[config.mk]
export PLATFORM = sky130hd
export DESIGN_NAME = lbs_ctrl
export DESIGN_NICKNAME = d
export VERILOG_FILES = /design/src/hdl/lbs_pkg.sv /design/src/hdl/lbs_ctrl.sv
export SDC_FILE = /design/constraint.sdc
export NUM_CORES = 1
export LEC_CHECK = 0
export BUFFER_PORTS_ARGS = -buffer_cell sky130_fd_sc_hd__buf_4
export CAP_MARGIN = 10
export CORE_MARGIN = 1
export CORE_UTILIZATION = 51
export DETAILED_ROUTE_END_ITERATION = 8
export GPL_TIMING_DRIVEN = 0
export MAX_ROUTING_LAYER = met4
export PLACE_DENSITY = 0.85
export SLEW_MARGIN = 20
export SYNTH_ARGS = -nofsm -noshare
export SYNTH_HDL_FRONTEND = slang
export SYNTH_SLANG_ARGS = --single-unit
[constraint.sdc]
create_clock -name clk -period 3.5 [get_ports clk]
set_clock_uncertainty 0.1 [all_clocks]
set_input_delay 0 -clock clk [delete_from_list [all_inputs] [get_ports clk]]
set_output_delay 0 -clock clk [all_outputs]
set_load 0.1 [all_outputs]
[src/hdl/lbs_pkg.sv]
// shared constants, operation codes and controller/datapath link types
package lbs_pkg;

  localparam int PaletteBones = 64;
  localparam int WordsPerBone = 12;
  localparam int PaletteDepth = PaletteBones * WordsPerBone;
  localparam int BoneW        = (PaletteBones > 1) ? $clog2(PaletteBones) : 1;
  localparam int AddrW        = (PaletteDepth > 1) ? $clog2(PaletteDepth) : 1;
  localparam int StepW        = 7;

  // datapath operations
  localparam logic [3:0] OP_NONE  = 4'd0;
  localparam logic [3:0] OP_MAT   = 4'd1;
  localparam logic [3:0] OP_WGT   = 4'd2;
  localparam logic [3:0] OP_DIVP  = 4'd3;
  localparam logic [3:0] OP_NSHFT = 4'd4;
  localparam logic [3:0] OP_SQ    = 4'd5;
  localparam logic [3:0] OP_SQRT  = 4'd6;
  localparam logic [3:0] OP_DIVN  = 4'd7;
  localparam logic [3:0] OP_OUT   = 4'd8;

  typedef struct packed {
    logic             capture;
    logic [3:0]       op;
    logic [StepW-1:0] step;
  } lbs_cmd_t;

  typedef struct packed {
    logic in_mode;
    logic in_last;
    logic in_bone_ok;
    logic last_q;
    logic wsum_big;
    logic shift_done;
    logic out_free;
  } lbs_stat_t;

endpackage

[src/hdl/lbs_ctrl.sv]
// sequencer for palette writes, influence accumulation and vertex finish
module lbs_ctrl import lbs_pkg::*; (
  input  logic      clk,
  input  logic      rst,
  input  logic      in_valid,
  output logic      in_ready,
  input  lbs_stat_t stat,
  output lbs_cmd_t  cmd
);

  localparam logic [3:0] S_IDLE = 4'd0;
  localparam logic [3:0] S_MAT  = 4'd1;
  localparam logic [3:0] S_WGT  = 4'd2;
  localparam logic [3:0] S_FIN  = 4'd3;
  localparam logic [3:0] S_DIVP = 4'd4;
  localparam logic [3:0] S_NSH  = 4'd5;
  localparam logic [3:0] S_SQ   = 4'd6;
  localparam logic [3:0] S_SQRT = 4'd7;
  localparam logic [3:0] S_DIVN = 4'd8;
  localparam logic [3:0] S_OUT  = 4'd9;

  logic [3:0]       state, state_next;
  logic [StepW-1:0] step, step_next;
  logic             accept;

  assign in_ready = (state == S_IDLE);
  assign accept   = in_valid && in_ready;

  always_comb begin
    state_next  = state;
    step_next   = step + 1'b1;
    cmd.capture = accept;
    cmd.step    = step;
    cmd.op      = OP_NONE;
    unique case (state)
      S_IDLE: begin
        step_next = '0;
        if (accept && stat.in_mode) begin
          if (stat.in_bone_ok) state_next = S_MAT;
          else if (stat.in_last) state_next = S_FIN;
        end
      end
      S_MAT: begin
        cmd.op = OP_MAT;
        if (step == 7'd13) begin
          state_next = S_WGT;
          step_next  = '0;
        end
      end
      S_WGT: begin
        cmd.op = OP_WGT;
        if (step == 7'd6) begin
          state_next = stat.last_q ? S_FIN : S_IDLE;
          step_next  = '0;
        end
      end
      S_FIN: begin
        step_next  = '0;
        state_next = stat.wsum_big ? S_DIVP : S_OUT;
      end
      S_DIVP: begin
        cmd.op = OP_DIVP;
        if (step == 7'd64) begin
          state_next = S_NSH;
          step_next  = '0;
        end
      end
      S_NSH: begin
        cmd.op = OP_NSHFT;
        // the largest magnitude sits in [2^30, 2^31) or all are zero
        if (step != '0 && stat.shift_done) begin
          state_next = S_SQ;
          step_next  = '0;
        end
      end
      S_SQ: begin
        cmd.op = OP_SQ;
        if (step == 7'd3) begin
          state_next = S_SQRT;
          step_next  = '0;
        end
      end
      S_SQRT: begin
        cmd.op = OP_SQRT;
        if (step == 7'd32) begin
          state_next = S_DIVN;
          step_next  = '0;
        end
      end
      S_DIVN: begin
        cmd.op = OP_DIVN;
        if (step == 7'd64) begin
          state_next = S_OUT;
          step_next  = '0;
        end
      end
      S_OUT: begin
        cmd.op    = OP_OUT;
        step_next = '0;
        if (stat.out_free) state_next = S_IDLE;
      end
      default: begin
        state_next = S_IDLE;
        step_next  = '0;
      end
    endcase
  end

  always_ff @(posedge clk) begin
    if (rst) begin
      state <= S_IDLE;
      step  <= '0;
    end else begin
      state <= state_next;
      step  <= step_next;
    end
  end

endmodule

# Yosys cells after proc, flatten, opt, wreduce, memory -nomap -nowiden
# Cells that the tools add are included.
totals:
  regBits: 11
  output_inout_bits: 13
  wordCells: 56
classes:
  add_sub_neg: 1
  n_eq_ne: 24
  muxes: 22
  reduce_logical: 7
op_table:
  columns: ["op", "count"]
  rows:
  - ["2-to-1 mux 4 bit", 12]
  - ["2-to-1 mux 7 bit", 6]
  - ["case mux 7 bit (6 select lines)", 1]
  - ["case mux 4 bit (10 select lines)", 1]
  - ["case mux 4 bit (8 select lines)", 1]
  - ["== test 4 x 3 -> 1 bit (second input constant)", 4]
  - ["!= test 2 bit (second input constant)", 8]
  - ["AND reduction 10 bit", 1]
  - ["== test 4 x 2 -> 1 bit (second input constant)", 2]
  - ["== test 4 bit (second input constant)", 2]
  - ["adder 7 x 1 -> 7 bit (second input constant)", 1]
  - ["== test 7 x 2 -> 1 bit (second input constant)", 1]
  - ["== test 7 x 3 -> 1 bit (second input constant)", 1]
  - ["== test 7 x 4 -> 1 bit (second input constant)", 1]
  - ["== test 7 x 6 -> 1 bit (second input constant)", 1]
  - ["== test 7 bit (second input constant)", 1]
  - ["nonzero test 7 bit", 1]
  - ["== test 4 x 1 -> 1 bit (second input constant)", 1]
  - ["logical NOT 4 bit", 1]
  - ["logical AND 1 bit", 3]
  - ["!= test 3 x 1 -> 1 bit (second input constant)", 1]
  - ["2-to-1 mux 2 bit", 1]
  - ["!= test 2 x 1 -> 1 bit (second input constant)", 1]
  - ["OR reduction 2 bit", 1]

# Longest topological paths before layout
depth:
  ltp_word: 5
  mapped_depth: 7
  ltp_nobuf: 7

# Worst setup path before layout
# OpenSTA, ideal clock, no wires.
synth_path:
  path_kind: "register to register"
  start: "register state[1]"
  end: "register state[3]"
  arrival_ns: 4.467
  required_ns: 3.281
  setup_slack_ns: -1.186
  stages_incl_launch_ff: 7
  cell_sequence: "dfxtp_1 -> buf_1 -> nor4bb_1 -> a22oi_1 -> inv_1 -> nor2_1 -> o221a_2"
synth_via:
  elab_chain_cells: 5
  word_cells_on_any_way: 24
synth_lines:
  columns: ["item", "line", "source"]
  rows:
  - ["start, declared", "lbs_ctrl.sv:22", "logic [3:0] state, state_next;"]
  - ["start signal, assigned", "lbs_ctrl.sv:114", "state <= state_next;"]
  - ["logical NOT 4 bit", "lbs_ctrl.sv:26, lbs_ctrl.sv:35", null]
  - ["logical AND 1 bit", "lbs_ctrl.sv:27", "assign accept = in_valid && in_ready;"]
  - ["logical AND 1 bit", "lbs_ctrl.sv:38", "if (accept && stat.in_mode) begin"]
  - ["!= test 2 x 1 -> 1 bit (no source line)", null, null]
  - ["AND reduction 10 bit (no source line)", null, null]
# Parallel ways exist; a longest one is shown, timed or not.
# A chain may end at the register's enable or synchronous reset.

# Worst setup path in the final report
layout_path:
  start: "register step[0]"
  end: "register state[0]"
layout_via:
  elab_chain_cells: 4
  word_cells_on_any_way: 15
layout_lines:
  columns: ["item", "line", "source"]
  rows:
  - ["start, declared", "lbs_ctrl.sv:23", "logic [StepW-1:0] step, step_next;"]
  - ["start signal, assigned", "lbs_ctrl.sv:115", "step <= step_next;"]
  - ["nonzero test 7 bit", "lbs_ctrl.sv:71", "if (step != '0 && stat.shift_done) begin"]
  - ["logical AND 1 bit", "lbs_ctrl.sv:71", null]
  - ["!= test 2 bit (no source line)", null, null]
  - ["AND reduction 10 bit (no source line) (*)", null, null]
# Every way passes the cells marked *; elsewhere a longest branch is shown, timed or not.

==> impl_results.md <==
* Status: complete, no violations
* Layout cells sized above 1 at 25.90%
* CP required at 3.57 ns
* Pleak at 0.4743 nW
* Main area contributors after synthesis: dfxtp_1 26%, ha_1 5.8%, nor2_1 5.7%
* Top cells by count, synth: 13 x nor2_1, 11 x dfxtp_1, 8 x nand2_1, 7 x inv_1, 7 x nand3_1
* Max-cap violation count at 0
* Synth-to-Final Area Change at 28.26%
* Slew HR at roughly 53%
* Synthesized instance count at between 100 and 150
* Count leader, synth: nor2_1
* Nets at 154
* Critical-path top delay cell: or4_4
* CP max stage delay at between 0.5 and 0.6 ns
* Vias per cell at roughly 6
* Clock root buffer: clkbuf_4
* Die Span X at ~43 um
* Crit. End Element: register
* FP Rows at 14
* Arr. time, crit path at 2.52 ns
* Seq/Total Area, Yosys at 25.51%
* Final worst path period share at 69.99%
* Number of global-route vias before repair at 819
* CTS tree: built
* Fmax at 408.2 MHz
* # Post-CTS Setup Buffers at 0
* RSZ-0062 raised after global routing: false
* Crit-path cells: inv_1 > ha_1 > nor3b_4 > a311oi_1 > or4_4 > or4_1 > o211a_1
* I/O Buffers at 22
* Via count at between 900 and 1000
* Post-route insts no fill at approximately 160
* Setup TNS at 0 ns
* Global-route wire length before repair at roughly 3500 um
* Total gr overflow at 0
* Number of antenna violations at the first check in global routing at 0
* Crit start category: register
* Primary FF master, synth: dfxtp_1
* Worst R2R Path Depth at 7
* Largest net degree at the start of global routing at 11
* H-Tree Depth at 1
* Placed Instance Area at approximately 1100 um2
* R2R setup slack at between 1 and 1.5 ns
* Critical path fanouts, max at 7
* Least-Margin Pin Slew at about 0.7 ns
* Initial DRC Count at 26
* Skew-Pair Late Insertion Delay at roughly 0.28 ns
* Core area at ~1500 um2
* Cell taking the most area after synthesis: dfxtp_1
* Pre-antenna DRT Iters at 4
* Warnings, synthesis at 0
* HPWL after DPL at approximately 1600 um
* Post-layout instance area at ~1100 um2
* Total track usage at a little over a quarter
* Initial Util at between 50 and 60%
* DRC at 0
* Reg2reg start: step[0]
* Final Hold Viols at 0
* Placed Cells at between 100 and 150
* Power per cell area at 826.7 nW/um2
* IO Pins at 23
* Max Slew Vio Count at 0
* Die Y at 43.15 um
* Hold Path Class: input pin to register
* Top cell type's share of synthesized area at between 20 and 30%
* Sink Count at 11
* Worst-path clk slew at around 0.07 ns
* Post-synth EDFFs at 0
* Die area at around 1900 um2
* Hold Path End: state[2]
* Ys async rst share at 0%
* N_diodes at 0
* Hold Crit Start: stat[2]
* Worst hold path depth at 4
* Synth Cell Area at approximately 860 um2
* WL/cell at 14.03 um
* Syn nets at ~130
* ANT nets after route at 0
* VDD IR max at between 400 and 500 uV
* Syn_area_per_cell at 7.778 um2
* #FFs+latches synth at 11
* Total CTS buffers at 3
* WS Path Type: register to register
* Distinct cells, synth at 44
* Reg2reg end: state[0]
* Smallest hold slack at 0.06331 ns
* CTS max path bufs at 2
* # setup viols final at 0
* Final min period at 2.450 ns
* Detailed Route WL at ~2200 um
* Placer congestion estimate at about 1
==> cell families after synthesis <==
kind of cell,Yosys count,share of synthesized area (%)
simple gates,50,33.19
mux,1,1.159
fa+ha+maj,4,5.797
xor+xnor,7,7.102
flops,11,25.51
compound gates,24,19.86
buf+inv,14,7.391
==> metal layers <==
metal	up-vias	share of wire, %	track usage, %
li1	447	-	-
met2	49	48	42.39
met4	0	2.4	12.73
met5	-	0	-
met3	10	7.8	2.979
met1	424	41	32.04
==> through the flow <==
step	util, %	power [mW]	worst slack, ns
floorplan	-	0.6996	0.04639
global placement	68.83	0.8104	1.121
detailed placement	68.83	0.8209	1.090
CTS	71.83	0.9138	1.066
global route	71.83	0.9606	0.9460
finish	71.83	0.9154	1.050
==> how the worst max path moves through the flow <==
| stage | startpoint | endpoint | slack [ns] | cells after the start |
|---|---|---|---|---|
| after floorplan | state[1] | state[3] | 0.05 | 6 |
| after global placement | step[0] | state[0] | 1.12 | 7 |
| after detailed placement | step[0] | state[0] | 1.09 | 7 |
| after CTS | step[0] | state[0] | 1.07 | 7 |
| after global routing | step[0] | step[6] | 0.95 | 7 |
| final | step[0] | state[0] | 1.05 | 7 |
==> critical path: cells and delay by family (launching register included) <==
kind / cells / cell delay, ns
flops: 1 / 0.39
compound gates: 2 / 0.27
buf+inv: 1 / 0.12
fa+ha+maj: 1 / 0.15
simple gates: 3 / 1.33
==> flip-flops by register name, indices dropped and copies added, names as in the netlist <==
signal,flops
state,4
step,7
==> final cells by class <==
class	count	area [um2]
clock buffers	4	26.28
well taps	16	20.02
repair buffers	24	185.2
plain buffers	7	37.54
inverters	7	26.28
flip-flops and latches	11	220.2
multi-input cells	86	591.8
fillers	146	434.2
==> placed cells by master, fill, tap and decap left out, types with 4 or more instances in the layout <==
cell	Yosys	final
nor2_1	13	13
xor2_1	5	5
nand2_1	8	8
ha_1	4	4
buf_4	1	23
clkbuf_1	4	5
inv_1	7	7
o21ai_0	6	6
dfxtp_1	11	11
nand3_1	7	7
==> power breakdown <==
group	switching [mW]	internal, mW
Combinational	0.462	0.195
Sequential	0.0254	0.143
Clock	0.0462	0.0443
==> repair_timing <==
action | CTS | global route
resized for setup | 0 | 0
endpoints found under the hold margin | 4 | 0
hold buffers | 2 | 0
setup endpoints to repair | 0 | 0
Note: power is estimated with default switching activity, not from simulation.
